--- src/sv/imu_pkg.sv ---
package imu_pkg;

  localparam int unsigned FRAME_LEN = 11;
  localparam int unsigned DATA_LEN  = 6;
  localparam int unsigned FILL_W    = $clog2(FRAME_LEN);

  localparam logic [7:0] HDR_BYTE   = 8'h55;
  localparam logic [7:0] TYPE_RATE  = 8'h52;
  localparam logic [7:0] TYPE_ANGLE = 8'h53;

  localparam logic signed [15:0] RATE_SCALE  = 16'sd20000;
  localparam logic signed [15:0] ANGLE_SCALE = 16'sd1800;
  localparam int unsigned FULL_SCALE_LOG2 = 15;

  localparam logic [2:0] ST_PENDING = 3'd0;
  localparam logic [2:0] ST_DISCARD = 3'd1;
  localparam logic [2:0] ST_CKFAIL  = 3'd2;
  localparam logic [2:0] ST_OTHER   = 3'd3;
  localparam logic [2:0] ST_RATE    = 3'd4;
  localparam logic [2:0] ST_ANGLE   = 3'd5;

  localparam int unsigned CNT_BYTES   = 0;
  localparam int unsigned CNT_HEADERS = 1;
  localparam int unsigned CNT_DISCARD = 2;
  localparam int unsigned CNT_CKFAIL  = 3;
  localparam int unsigned CNT_GOOD    = 4;
  localparam int unsigned CNT_ANGLE   = 5;
  localparam int unsigned CNT_RATE    = 6;
  localparam int unsigned NUM_CNT     = 7;

endpackage

--- src/sv/imu_if.sv ---
interface imu_rx_if;
  logic       valid;
  logic       ready;
  logic [7:0] rx_byte;

  modport source (output valid, output rx_byte, input ready);
  modport sink   (input valid, input rx_byte, output ready);
endinterface

interface imu_res_if;
  logic               valid;
  logic               ready;
  logic [2:0]         status;
  logic signed [15:0] axis_x_value;
  logic signed [15:0] axis_y_value;
  logic signed [15:0] axis_z_value;
  logic [31:0]        bytes_seen;
  logic [31:0]        headers_seen;
  logic [31:0]        bytes_discarded;
  logic [31:0]        checksum_failures;
  logic [31:0]        good_frames;
  logic [31:0]        angle_frames;
  logic [31:0]        rate_frames;

  modport source (
    output valid, output status, output axis_x_value, output axis_y_value,
    output axis_z_value, output bytes_seen, output headers_seen,
    output bytes_discarded, output checksum_failures, output good_frames,
    output angle_frames, output rate_frames, input ready
  );
  modport sink (
    input valid, input status, input axis_x_value, input axis_y_value,
    input axis_z_value, input bytes_seen, input headers_seen,
    input bytes_discarded, input checksum_failures, input good_frames,
    input angle_frames, input rate_frames, output ready
  );
endinterface

--- src/sv/imu_frame_parser.sv ---
// channel | dir | handshake        | payload
// rx      | in  | valid / ready    | rx_byte
// res     | out | valid / ready    | status, axis x/y/z, seven event counters
//
// One request per cycle unless stalled; each request yields one result next cycle.
// Throughput is set by the single result register: rx.ready is high while
// that register is empty or being taken, so a stalled result holds off rx.
// Scaling (one 16x16 multiply per axis) runs from stored frame bytes in the
// cycle the checksum byte arrives. Synchronous reset clears fill level,
// counters and result valid; frame bytes are not cleared.
module imu_frame_parser
  import imu_pkg::*;
(
  input  logic       clk,
  input  logic       rst,
  imu_rx_if.sink     rx,
  imu_res_if.source  res
);

  logic [FILL_W-1:0] fill_level, fill_level_next, fill_eff;
  logic [7:0]        sum, sum_next;
  logic [7:0]        type_byte, type_byte_next;
  logic [7:0]        data [DATA_LEN];
  logic [7:0]        data_next [DATA_LEN];
  logic [31:0]       cnt [NUM_CNT];
  logic [31:0]       cnt_next [NUM_CNT];
  logic [2:0]        status, status_next;
  logic signed [15:0] ax, ay, az;
  logic signed [15:0] ax_next, ay_next, az_next;
  logic signed [15:0] sx, sy, sz;
  logic [2:0]        didx;
  logic              acc;
  logic              is_angle;

  assign rx.ready = !res.valid || res.ready;
  assign acc      = rx.valid && rx.ready;
  assign is_angle = (type_byte == TYPE_ANGLE);
  assign fill_eff = (fill_level >= FILL_W'(FRAME_LEN)) ? '0 : fill_level;
  assign didx     = 3'(fill_eff - FILL_W'(2));

  imu_scale u_sx (.word({data[1], data[0]}), .angle(is_angle), .value(sx));
  imu_scale u_sy (.word({data[3], data[2]}), .angle(is_angle), .value(sy));
  imu_scale u_sz (.word({data[5], data[4]}), .angle(is_angle), .value(sz));

  always_comb begin
    fill_level_next = fill_eff;
    sum_next        = sum;
    type_byte_next  = type_byte;
    data_next       = data;
    cnt_next        = cnt;
    status_next     = ST_PENDING;
    ax_next         = '0;
    ay_next         = '0;
    az_next         = '0;

    cnt_next[CNT_BYTES] = cnt[CNT_BYTES] + 32'd1;

    if (fill_eff == '0 && rx.rx_byte != HDR_BYTE) begin
      cnt_next[CNT_DISCARD] = cnt[CNT_DISCARD] + 32'd1;
      status_next           = ST_DISCARD;
    end else if (fill_eff == '0 || (fill_eff == FILL_W'(1) && rx.rx_byte == HDR_BYTE)) begin
      cnt_next[CNT_HEADERS] = cnt[CNT_HEADERS] + 32'd1;
      sum_next              = rx.rx_byte;
      fill_level_next       = FILL_W'(1);
    end else if (fill_eff == FILL_W'(FRAME_LEN - 1)) begin
      fill_level_next = '0;
      if (sum != rx.rx_byte) begin
        cnt_next[CNT_CKFAIL] = cnt[CNT_CKFAIL] + 32'd1;
        status_next          = ST_CKFAIL;
      end else begin
        cnt_next[CNT_GOOD] = cnt[CNT_GOOD] + 32'd1;
        if (type_byte == TYPE_RATE) begin
          cnt_next[CNT_RATE] = cnt[CNT_RATE] + 32'd1;
          status_next        = ST_RATE;
          ax_next = sx;
          ay_next = sy;
          az_next = sz;
        end else if (type_byte == TYPE_ANGLE) begin
          cnt_next[CNT_ANGLE] = cnt[CNT_ANGLE] + 32'd1;
          status_next         = ST_ANGLE;
          ax_next = sx;
          ay_next = sy;
          az_next = sz;
        end else begin
          status_next = ST_OTHER;
        end
      end
    end else begin
      sum_next        = sum + rx.rx_byte;
      fill_level_next = fill_eff + FILL_W'(1);
      if (fill_eff == FILL_W'(1)) begin
        type_byte_next = rx.rx_byte;
      end
      for (int i = 0; i < DATA_LEN; i++) begin
        if (fill_eff >= FILL_W'(2) && fill_eff <= FILL_W'(DATA_LEN + 1)
            && didx == 3'(i)) begin
          data_next[i] = rx.rx_byte;
        end
      end
    end
  end

  always_ff @(posedge clk) begin
    if (rst) begin
      fill_level <= '0;
      res.valid  <= 1'b0;
      for (int i = 0; i < NUM_CNT; i++) begin
        cnt[i] <= '0;
      end
    end else begin
      if (res.ready) begin
        res.valid <= 1'b0;
      end
      if (acc) begin
        fill_level <= fill_level_next;
        cnt        <= cnt_next;
        res.valid  <= 1'b1;
      end
    end
  end

  always_ff @(posedge clk) begin
    if (acc) begin
      sum       <= sum_next;
      type_byte <= type_byte_next;
      data      <= data_next;
      status    <= status_next;
      ax        <= ax_next;
      ay        <= ay_next;
      az        <= az_next;
    end
  end

  // counters only move on a request, which needs the result slot free
  assign res.status            = status;
  assign res.axis_x_value      = ax;
  assign res.axis_y_value      = ay;
  assign res.axis_z_value      = az;
  assign res.bytes_seen        = cnt[CNT_BYTES];
  assign res.headers_seen      = cnt[CNT_HEADERS];
  assign res.bytes_discarded   = cnt[CNT_DISCARD];
  assign res.checksum_failures = cnt[CNT_CKFAIL];
  assign res.good_frames       = cnt[CNT_GOOD];
  assign res.angle_frames      = cnt[CNT_ANGLE];
  assign res.rate_frames       = cnt[CNT_RATE];

  a_stall_blocks: assert property (@(posedge clk) disable iff (rst)
    res.valid && !res.ready |-> !rx.ready)
    else $error("request taken while result stalled");

  a_fill_range: assert property (@(posedge clk) disable iff (rst)
    fill_level <= FILL_W'(FRAME_LEN - 1))
    else $error("fill level out of range");

  a_frame_end: assert property (@(posedge clk) disable iff (rst)
    acc && fill_level == FILL_W'(FRAME_LEN - 1) |=> fill_level == '0)
    else $error("fill level not cleared at frame end");

  a_axes_zero: assert property (@(posedge clk) disable iff (rst)
    res.valid && status != ST_RATE && status != ST_ANGLE
      |-> ax == '0 && ay == '0 && az == '0)
    else $error("axis values nonzero without update");

  a_byte_count: assert property (@(posedge clk) disable iff (rst)
    acc |=> cnt[CNT_BYTES] == $past(cnt[CNT_BYTES]) + 32'd1)
    else $error("byte counter did not advance");

endmodule

--- src/sv/imu_scale.sv ---
module imu_scale
  import imu_pkg::*;
(
  input  logic signed [15:0] word,
  input  logic               angle,
  output logic signed [15:0] value
);

  logic signed [15:0] scale;
  logic signed [31:0] prod;
  logic signed [31:0] biased;

  // truncate toward zero: bias negatives before the arithmetic shift
  always_comb begin
    scale  = angle ? ANGLE_SCALE : RATE_SCALE;
    prod   = 32'(word) * 32'(scale);
    biased = prod + (prod[31] ? 32'sd32767 : 32'sd0);
    value  = 16'(biased >>> FULL_SCALE_LOG2);
  end

endmodule

--- src/flat_wrapper.sv ---
// flat-port wrapper written by rule: the top's interface ports become plain ports
module imu_frame_parser_flat import imu_pkg::*;
  (clk, rst, rx_valid, rx_rx_byte, rx_ready, res_valid, res_status, res_axis_x_value, res_axis_y_value, res_axis_z_value, res_bytes_seen, res_headers_seen, res_bytes_discarded, res_checksum_failures, res_good_frames, res_angle_frames, res_rate_frames, res_ready);
  imu_rx_if rx_i ();
  imu_res_if res_i ();
  input  logic clk;
  input  logic rst;
  input wire logic [$bits(rx_i.valid)-1:0] rx_valid;
  input wire logic [$bits(rx_i.rx_byte)-1:0] rx_rx_byte;
  output wire logic [$bits(rx_i.ready)-1:0] rx_ready;
  output wire logic [$bits(res_i.valid)-1:0] res_valid;
  output wire logic [$bits(res_i.status)-1:0] res_status;
  output wire logic [$bits(res_i.axis_x_value)-1:0] res_axis_x_value;
  output wire logic [$bits(res_i.axis_y_value)-1:0] res_axis_y_value;
  output wire logic [$bits(res_i.axis_z_value)-1:0] res_axis_z_value;
  output wire logic [$bits(res_i.bytes_seen)-1:0] res_bytes_seen;
  output wire logic [$bits(res_i.headers_seen)-1:0] res_headers_seen;
  output wire logic [$bits(res_i.bytes_discarded)-1:0] res_bytes_discarded;
  output wire logic [$bits(res_i.checksum_failures)-1:0] res_checksum_failures;
  output wire logic [$bits(res_i.good_frames)-1:0] res_good_frames;
  output wire logic [$bits(res_i.angle_frames)-1:0] res_angle_frames;
  output wire logic [$bits(res_i.rate_frames)-1:0] res_rate_frames;
  input wire logic [$bits(res_i.ready)-1:0] res_ready;
  assign rx_i.valid = rx_valid;
  assign rx_i.rx_byte = rx_rx_byte;
  assign rx_ready = rx_i.ready;
  assign res_valid = res_i.valid;
  assign res_status = res_i.status;
  assign res_axis_x_value = res_i.axis_x_value;
  assign res_axis_y_value = res_i.axis_y_value;
  assign res_axis_z_value = res_i.axis_z_value;
  assign res_bytes_seen = res_i.bytes_seen;
  assign res_headers_seen = res_i.headers_seen;
  assign res_bytes_discarded = res_i.bytes_discarded;
  assign res_checksum_failures = res_i.checksum_failures;
  assign res_good_frames = res_i.good_frames;
  assign res_angle_frames = res_i.angle_frames;
  assign res_rate_frames = res_i.rate_frames;
  assign res_i.ready = res_ready;
  imu_frame_parser u_core (.clk(clk), .rst(rst), .rx(rx_i), .res(res_i));
endmodule
--- config.mk ---
export PLATFORM = sky130hd
export DESIGN_NAME = imu_frame_parser_flat
export DESIGN_NICKNAME = d
export VERILOG_FILES = /design/src/sv/imu_pkg.sv /design/src/sv/imu_if.sv /design/src/sv/imu_frame_parser.sv /design/src/sv/imu_scale.sv /design/src/flat_wrapper.sv
export SDC_FILE = /design/constraint.sdc
export NUM_CORES = 1
export LEC_CHECK = 0
export BUFFER_PORTS_ARGS = -buffer_cell sky130_fd_sc_hd__buf_2
export CAP_MARGIN = 20
export CORE_MARGIN = 8
export CORE_UTILIZATION = 40
export CTS_BUF_LIST = sky130_fd_sc_hd__clkbuf_8
export DETAILED_ROUTE_END_ITERATION = 10
export GPL_ROUTABILITY_DRIVEN = 0
export GPL_TIMING_DRIVEN = 0
export PLACE_DENSITY = 0.71
export SYNTH_ARGS = -nofsm -noshare
export SYNTH_HDL_FRONTEND = slang
export SYNTH_HIERARCHICAL = 1
export SYNTH_SLANG_ARGS = --single-unit
--- constraint.sdc ---
create_clock -name clk -period 7.6 [get_ports clk]
set_input_delay 1.52 -clock clk [delete_from_list [all_inputs] [get_ports clk]]
set_output_delay 1.52 -clock clk [all_outputs]
set_load 0.02 [all_outputs]
After elaboration in Yosys (flattened, before gate mapping)
Cells that the tools add are included.
- bits in registers: 344
- input bits: 12
- output and inout bits: 277
- word-level logic and storage cells: 115
- add/sub/neg operators: 13
- multiply operators: 3
- magnitude comparators: 3
- eq/ne operators: 13
- mux-type cells: 23
- bitwise gates (word level): 5
- reductions and logical operators: 32
- operators with widths (kind ; number):
    adder 32 x 1 -> 32 bit (second input constant) ; 7
    multiplier 16 x 16 -> 32 bit ; 3
    two-way mux 16 bit ; 6
    adder 31 x 16 -> 31 bit ; 3
    two-way mux 15 bit ; 4
    AND reduction 5 bit ; 9
    == test 8 x 7 -> 1 bit (second input constant) ; 3
    two-way mux 4 bit ; 4
    two-way mux 8 bit ; 2
    logical AND 1 bit ; 10
    adder 8 bit ; 1
    inequality test 8 x 7 -> 1 bit (second input constant) ; 1
    inequality test 8 bit ; 1
    AND reduction 7 bit ; 1
    == test 3 x 2 -> 1 bit (second input constant) ; 2
    == test 3 bit (second input constant) ; 2
    two-way mux 3 bit ; 2
    AND reduction 3 bit ; 2
    AND reduction 6 bit ; 1
    inverter 1 bit ; 5
    adder 4 x 1 -> 4 bit (second input constant) ; 1
    == test 4 x 1 -> 1 bit (second input constant) ; 1
    == test 4 bit (second input constant) ; 1
    >= comparator 4 x 2 -> 1 bit (second input constant) ; 1
    other kinds (15) ; 19

Depth between registers and ports, before layout
- depth after elaboration: 7
- gate-level depth with buffers: 33
- mapped depth without buffers: 31

Modules after synthesis
The synthesis kept the hierarchy.
- modules (own cells, without submodules) (module ; times used ; cells an instance ; area each (um^2) ; sequential area each (um^2)):
    imu_frame_parser ; 1 ; 1614 ; 15583.7 ; 8037.7
    imu_scale (u_core.u_sx) ; 1 ; 609 ; 5480.3 ; 0.0
    imu_scale (u_core.u_sy) ; 1 ; 579 ; 5263.8 ; 0.0
    imu_scale (u_core.u_sz) ; 1 ; 579 ; 5236.3 ; 0.0

Worst setup path after synthesis
OpenSTA, ideal clock, no wires.
- path kind: register -> register
- start point: register u_core.type_byte[3]
- end point: register u_core.ay[11] (netlist: u_core/res.axis_y_value[11]) (data pin)
- setup time: 255 ps
- arrival: 7968 ps
- data required time: 7345 ps
- path slack: -622 ps
- stages on the path, launching flop included: 31
- buffers on the path: 1
- period minus slack after synthesis: 8222 ps
- cells stage by stage: edfxtp_1 > nor4bb_1 > and3_1 > clkbuf_1 > nor2b_1 > ha_1 > fa_1 > inv_1 > fa_1 > inv_1 > fa_1 > fa_1 > ha_1 > ha_1 > and2_4 > and3_1 > a21boi_4 > o2111ai_2 > a221oi_2 > or2b_1 > inv_1 > ha_1 > a21oi_1 > a31oi_1 > or3b_2 > o311ai_1 > or3b_4 > a21oi_2 > nor3b_1 > xor2_1 > and2_1
- word-level cells in the longest chain between the ends: 7
- elaborated cells on any way between the ends: 8
- those cells by class: add/sub: 1; mul: 1; eq/ne: 2; mux: 4
- RTL lines (what ; RTL line ; text):
    start, declared ; imu_frame_parser.sv:22 ; logic [7:0] type_byte, type_byte_next;
    start signal, assigned ; imu_frame_parser.sv:125 ; type_byte <= type_byte_next;
    == test 8 x 7 -> 1 bit (*) ; imu_frame_parser.sv:37 ; assign is_angle = (type_byte == TYPE_ANGLE);
    named net u_core.is_angle ; imu_frame_parser.sv:33 ; logic is_angle;
    two-way mux 15 bit (*) ; imu_scale.sv:15 ; scale = angle ? ANGLE_SCALE : RATE_SCALE;
    multiplier 16 x 16 -> 32 bit (*) ; imu_scale.sv:16 ; prod = 32'(word) * 32'(scale);
    two-way mux 15 bit ; imu_scale.sv:17 ; biased = prod + (prod[31] ? 32'sd32767 : 32'sd0);
    adder 31 x 16 -> 31 bit (*) ; imu_scale.sv:17 ;
    named net u_core.sy[11] ; imu_frame_parser.sv:30 ; logic signed [15:0] sx, sy, sz;
    two-way mux 16 bit ; imu_frame_parser.sv:78 ; end else if (type_byte == TYPE_ANGLE) begin
    two-way mux 16 bit (*) ; imu_frame_parser.sv:72 ; if (type_byte == TYPE_RATE) begin
    end signal, assigned ; imu_frame_parser.sv:129 ; ay <= ay_next;
    end, declared ; imu_frame_parser.sv:28 ; logic signed [15:0] ax, ay, az;
Mark *: on every way through the listed nets, which the timed path passes. The rest lies on a longest branch.
A chain may end at the register's enable or synchronous reset.

Worst setup path after layout
- start point: register u_core.type_byte[2]
- end point: register u_core.ay[13] (netlist: u_core/res.axis_y_value[13]) (data pin)
The elaborated chain is that of the path after synthesis.

==> flow_summary.ini <==
[critical_path]
crit_required_ps = 8020
setup.worst_path.class = flip-flop to flip-flop
slowest_cell_on_crit_path = fa_2
cpMostUsedCell = ha_4
crit-reg2reg-launch = u_core/type_byte[2]
crit_arrival_ps = 8430
worst-path-max-fanout = 5
worstSetupEndpointType = flip-flop
critical_path.max_stage_delay_ps = 610
reg2reg_to = u_core/res.axis_y_value[13]
worstRegToRegCells = 33
worst-r2r-setup-slack_ps = -410
critical_path_start_type = flip-flop

[final_layout]
final_cell_area_um2 = 39100
seqCellArea_um2 = 8040
areaGrowthSynthToFinish_pct = 23.8
final_cells = 5008
post_route_cells_drive_above_1_share_pct = 24.0
final_common_cell = inv_1
final_cell_mix = inv_1 (399), buf_2 (292), ha_1 (253)
fillers = 7159
final_core_util_pct = 49.7
final_nets = 4513
multi_input_gate_area_um2 = 23600

[clocking]
clkLatencyLatePin_ps = 680
numCtsBuffers = 67
cts.sink_count = 344
cts.htree.levels = 3
ctsHoldBuffers = 0
tritoncts = yes
cts.reportedPaths.clkPinSlew_ps = 60
max-clock-path-buffers = 3
cts-root-buf = clkbuf_8

[logic_synthesis]
synth_seq_area_share_pct = 25.5
synthDistinctLibCells = 116
synth_fa_ha_area_share_pct = 29.8
netlist_area_um2 = 31600
synth_top_area_share_pct = 16.0
synth_edf_count = 115
synthesis.instances = 3381
synth_compound_area_share_pct = 9.97
yosys_warnings = 6
yosys_register_bits = 344
simple_logic_cell_fraction_of_the_synthesized_area_pct = 21.2
synthArstFlopShare_pct = 0
largest_family_of_logic_cells_by_synthesized_area = adder cells
yosys_most_used_dff = dfxtp_1
synth_area_leaders = fa_1 (16%), dfxtp_1 (15%), ha_1 (14%)
postSynthAreaPerCell_um2 = 9.34
synth.area.mux_share_pct = 2.14
synth-xor-area-share_pct = 4.99
synth_area_leader_cell = fa_1

[sta]
final-hold-violation-count = 0
rsz0062_at_grt = yes
post-route-min-period_ps = 8010
slew_viol_final = 0
timing.final.setup_violations = 42
slew_headroom_pct = 21.8
final_critical_path_setup_slack_ps = -408
timing_worst_slew_pin_value_ps = 1160
clock_skew_ps = 69.0
fmaxAchievable_mhz = 125
post-route-period-util_pct = 105

[power_and_ir_drop]
cell_internal_power_mw = 3.54
power.share.sequential_pct = 38.0
power.switching_mw = 1.52
power_leakage_nw = 16.7
power.total_mw = 5.06
clkPwrFrac_pct = 40.8
peakVddDrop_uv = 138
power_density_relative_to_cell_area_nw_per_um2 = 129
power.share.switching_pct = 30.0
comb_power_share_pct = 21.3

[run_status]
failed_checks = negative setup slack
outcome = finished with violations

[drt]
wl_per_cell_um = 18.2
via_per_inst = 5.32
final_antenna_net_count = 0
drt_iter0_markers = 1636
remaining_design_rule_violation_count = 0
detailedRoute.firstPassIterationCount = 5
drt_wl_total_um = 91100
detailroute.via_count = 26600

[floorplan]
die_w_um = 297
dieArea_um2 = 88200
start_util_pct = 40.2
fp-row-count = 103
ioPinCount = 289
floorplan.die.height_um = 297
design.core.area_um2 = 78600

[place]
dp_hpwl_um = 67400
place_inst = 4775
placed_cell_area_um2 = 34800
post_placement_worst_setup_slack_ps = -1280
placement.io_buffers = 286

[global_routing]
groute.usage.overall_pct = 19.6
largest_net_degree_at_the_start_of_global_routing = 36
via_count_of_the_first_global_routing_pass = 26700
grt_pass1_wl_um = 142000
number_of_antenna_violations_at_the_first_check_in_global_routing = 14
gr-total-overflow = 0

[run]
max_capacitance_violation_count = 0

[min_path]
min_delay_path_depth = 2
hold_class = flip-flop to flip-flop
timing.hold.worst_endpoint = u_core/res.headers_seen[31]
hold_path_startpoint = u_core/res.headers_seen[31]
==> through the flow <==
step / setup TNS (ps) / hold WS [ps]
floorplan: 0 / 551
global placement: -41590 / 469
detailed placement: -44970 / 480
CTS: -5710 / 489
global route: -19940 / 515
finish: -9390 / 488
==> area by class of cell <==
cell class | instances | share of cell area [%]
tap | 1050 | 3.36
clock buffer | 80 | 2.82
multi-input combinational | 2562 | 60.4
buffer | 106 | 1.53
clock inverter | 43 | 0.961
antenna | 4 | 0.0256
inverter | 410 | 3.98
sequential | 344 | 20.6
timing repair buffer | 409 | 6.36
==> power by group through the flow <==
stage | combinational (mW) | sequential [mW] | clock (mW)
floorplan | 0.619 | 1.98 | 0
global placement | 0.813 | 1.96 | 0
detailed placement | 0.826 | 1.96 | 0
CTS | 0.961 | 1.92 | 2.13
global route | 1.18 | 1.92 | 2.21
finish | 1.08 | 1.92 | 2.06
==> sequential cells by signal, summed over array words and instances (netlist names), 4 cells and up <==
name	count
u_core/data	48
u_core/res.angle_frames	32
u_core/res.bytes_discarded	32
u_core/res.bytes_seen	32
u_core/res.checksum_failures	32
u_core/res.good_frames	32
u_core/res.headers_seen	32
u_core/res.rate_frames	32
u_core/res.axis_x_value	16
u_core/res.axis_y_value	16
u_core/res.axis_z_value	16
u_core/sum	8
u_core/type_byte	8
u_core/fill_level	4
==> Yosys cell counts (5+ instances only) <==
| cell | number |
|---|---|
| inv_1 | 409 |
| ha_1 | 348 |
| fa_1 | 253 |
| dfxtp_1 | 229 |
| nor2_1 | 210 |
| a21oi_1 | 160 |
| nand2_1 | 138 |
| xnor2_1 | 121 |
| nand3_1 | 120 |
| and2_1 | 118 |
| edfxtp_1 | 115 |
| nor2b_1 | 109 |
| clkbuf_1 | 94 |
| o21ai_0 | 89 |
| nand4_1 | 70 |
| nor4_1 | 59 |
| xor2_1 | 59 |
| or3_1 | 58 |
| nor3_1 | 57 |
| o31ai_1 | 53 |
| or4_1 | 53 |
| mux2_2 | 51 |
| or2_2 | 51 |
| and3_1 | 43 |
| a21o_1 | 27 |
| and4_1 | 23 |
| nand2b_1 | 16 |
| a211oi_1 | 13 |
| o21a_1 | 13 |
| a31oi_1 | 11 |
| mux2i_1 | 10 |
| o21ai_1 | 9 |
| o211ai_1 | 8 |
| o21bai_1 | 8 |
| a31o_2 | 7 |
| nor3b_1 | 7 |
| buf_1 | 6 |
| buf_2 | 6 |
| conb_1 | 6 |
| nand3_2 | 5 |
| o211a_1 | 5 |
| o22ai_1 | 5 |
==> how the worst max path moves through the flow <==
stage / endpoint / start / cells past startpoint / slack [ps]
after global placement: u_core/res.axis_y_value[15] / u_core/type_byte[5] / 29 / -1240
final: u_core/res.axis_y_value[13] / u_core/type_byte[2] / 33 / -410
after detailed placement: u_core/res.axis_y_value[15] / u_core/type_byte[7] / 29 / -1280
after CTS: u_core/res.axis_y_value[15] / u_core/type_byte[3] / 32 / -310
after global routing: u_core/res.axis_y_value[15] / u_core/type_byte[2] / 32 / -660
after floorplan: u_core/res.axis_y_value[15] / u_core/type_byte[2] / 30 / 1
==> metal layers <==
layer	GRT usage [%]	up-vias	share of wire, %
met5	0	-	0.034
met3	4.92	211	7.0
li1	-	12700	-
met4	8.96	6	4.5
met1	23.8	12900	41
met2	32.6	758	47
==> kinds of logic (layout without fill, tap and decap cells) <==
group,count (synthesis),after routing
AOI/OAI and AO/OA,477,477
and+or+nand+nor,1190,1192
muxes,61,61
DFF,344,344
buffers and inverters,522,1048
xor gates and xnor gates,180,180
other,6,55
adders and majority gates,601,601
==> worst max-delay path, delay by kind of cell, from the launching register on <==
family	cells	cell delay, ps
buf+inv	7	790
xor+xnor	1	130
flops	1	440
compound gates	7	1390
fa+ha+maj	8	2790
simple gates	10	2220
==> timing repair <==
item,CTS,global route
pin swaps,117,110
buffers inserted,65,41
gates resized for setup,190,178
setup endpoints to repair,48,47
gates cloned,7,1
(Power assumes the default switching activity.)
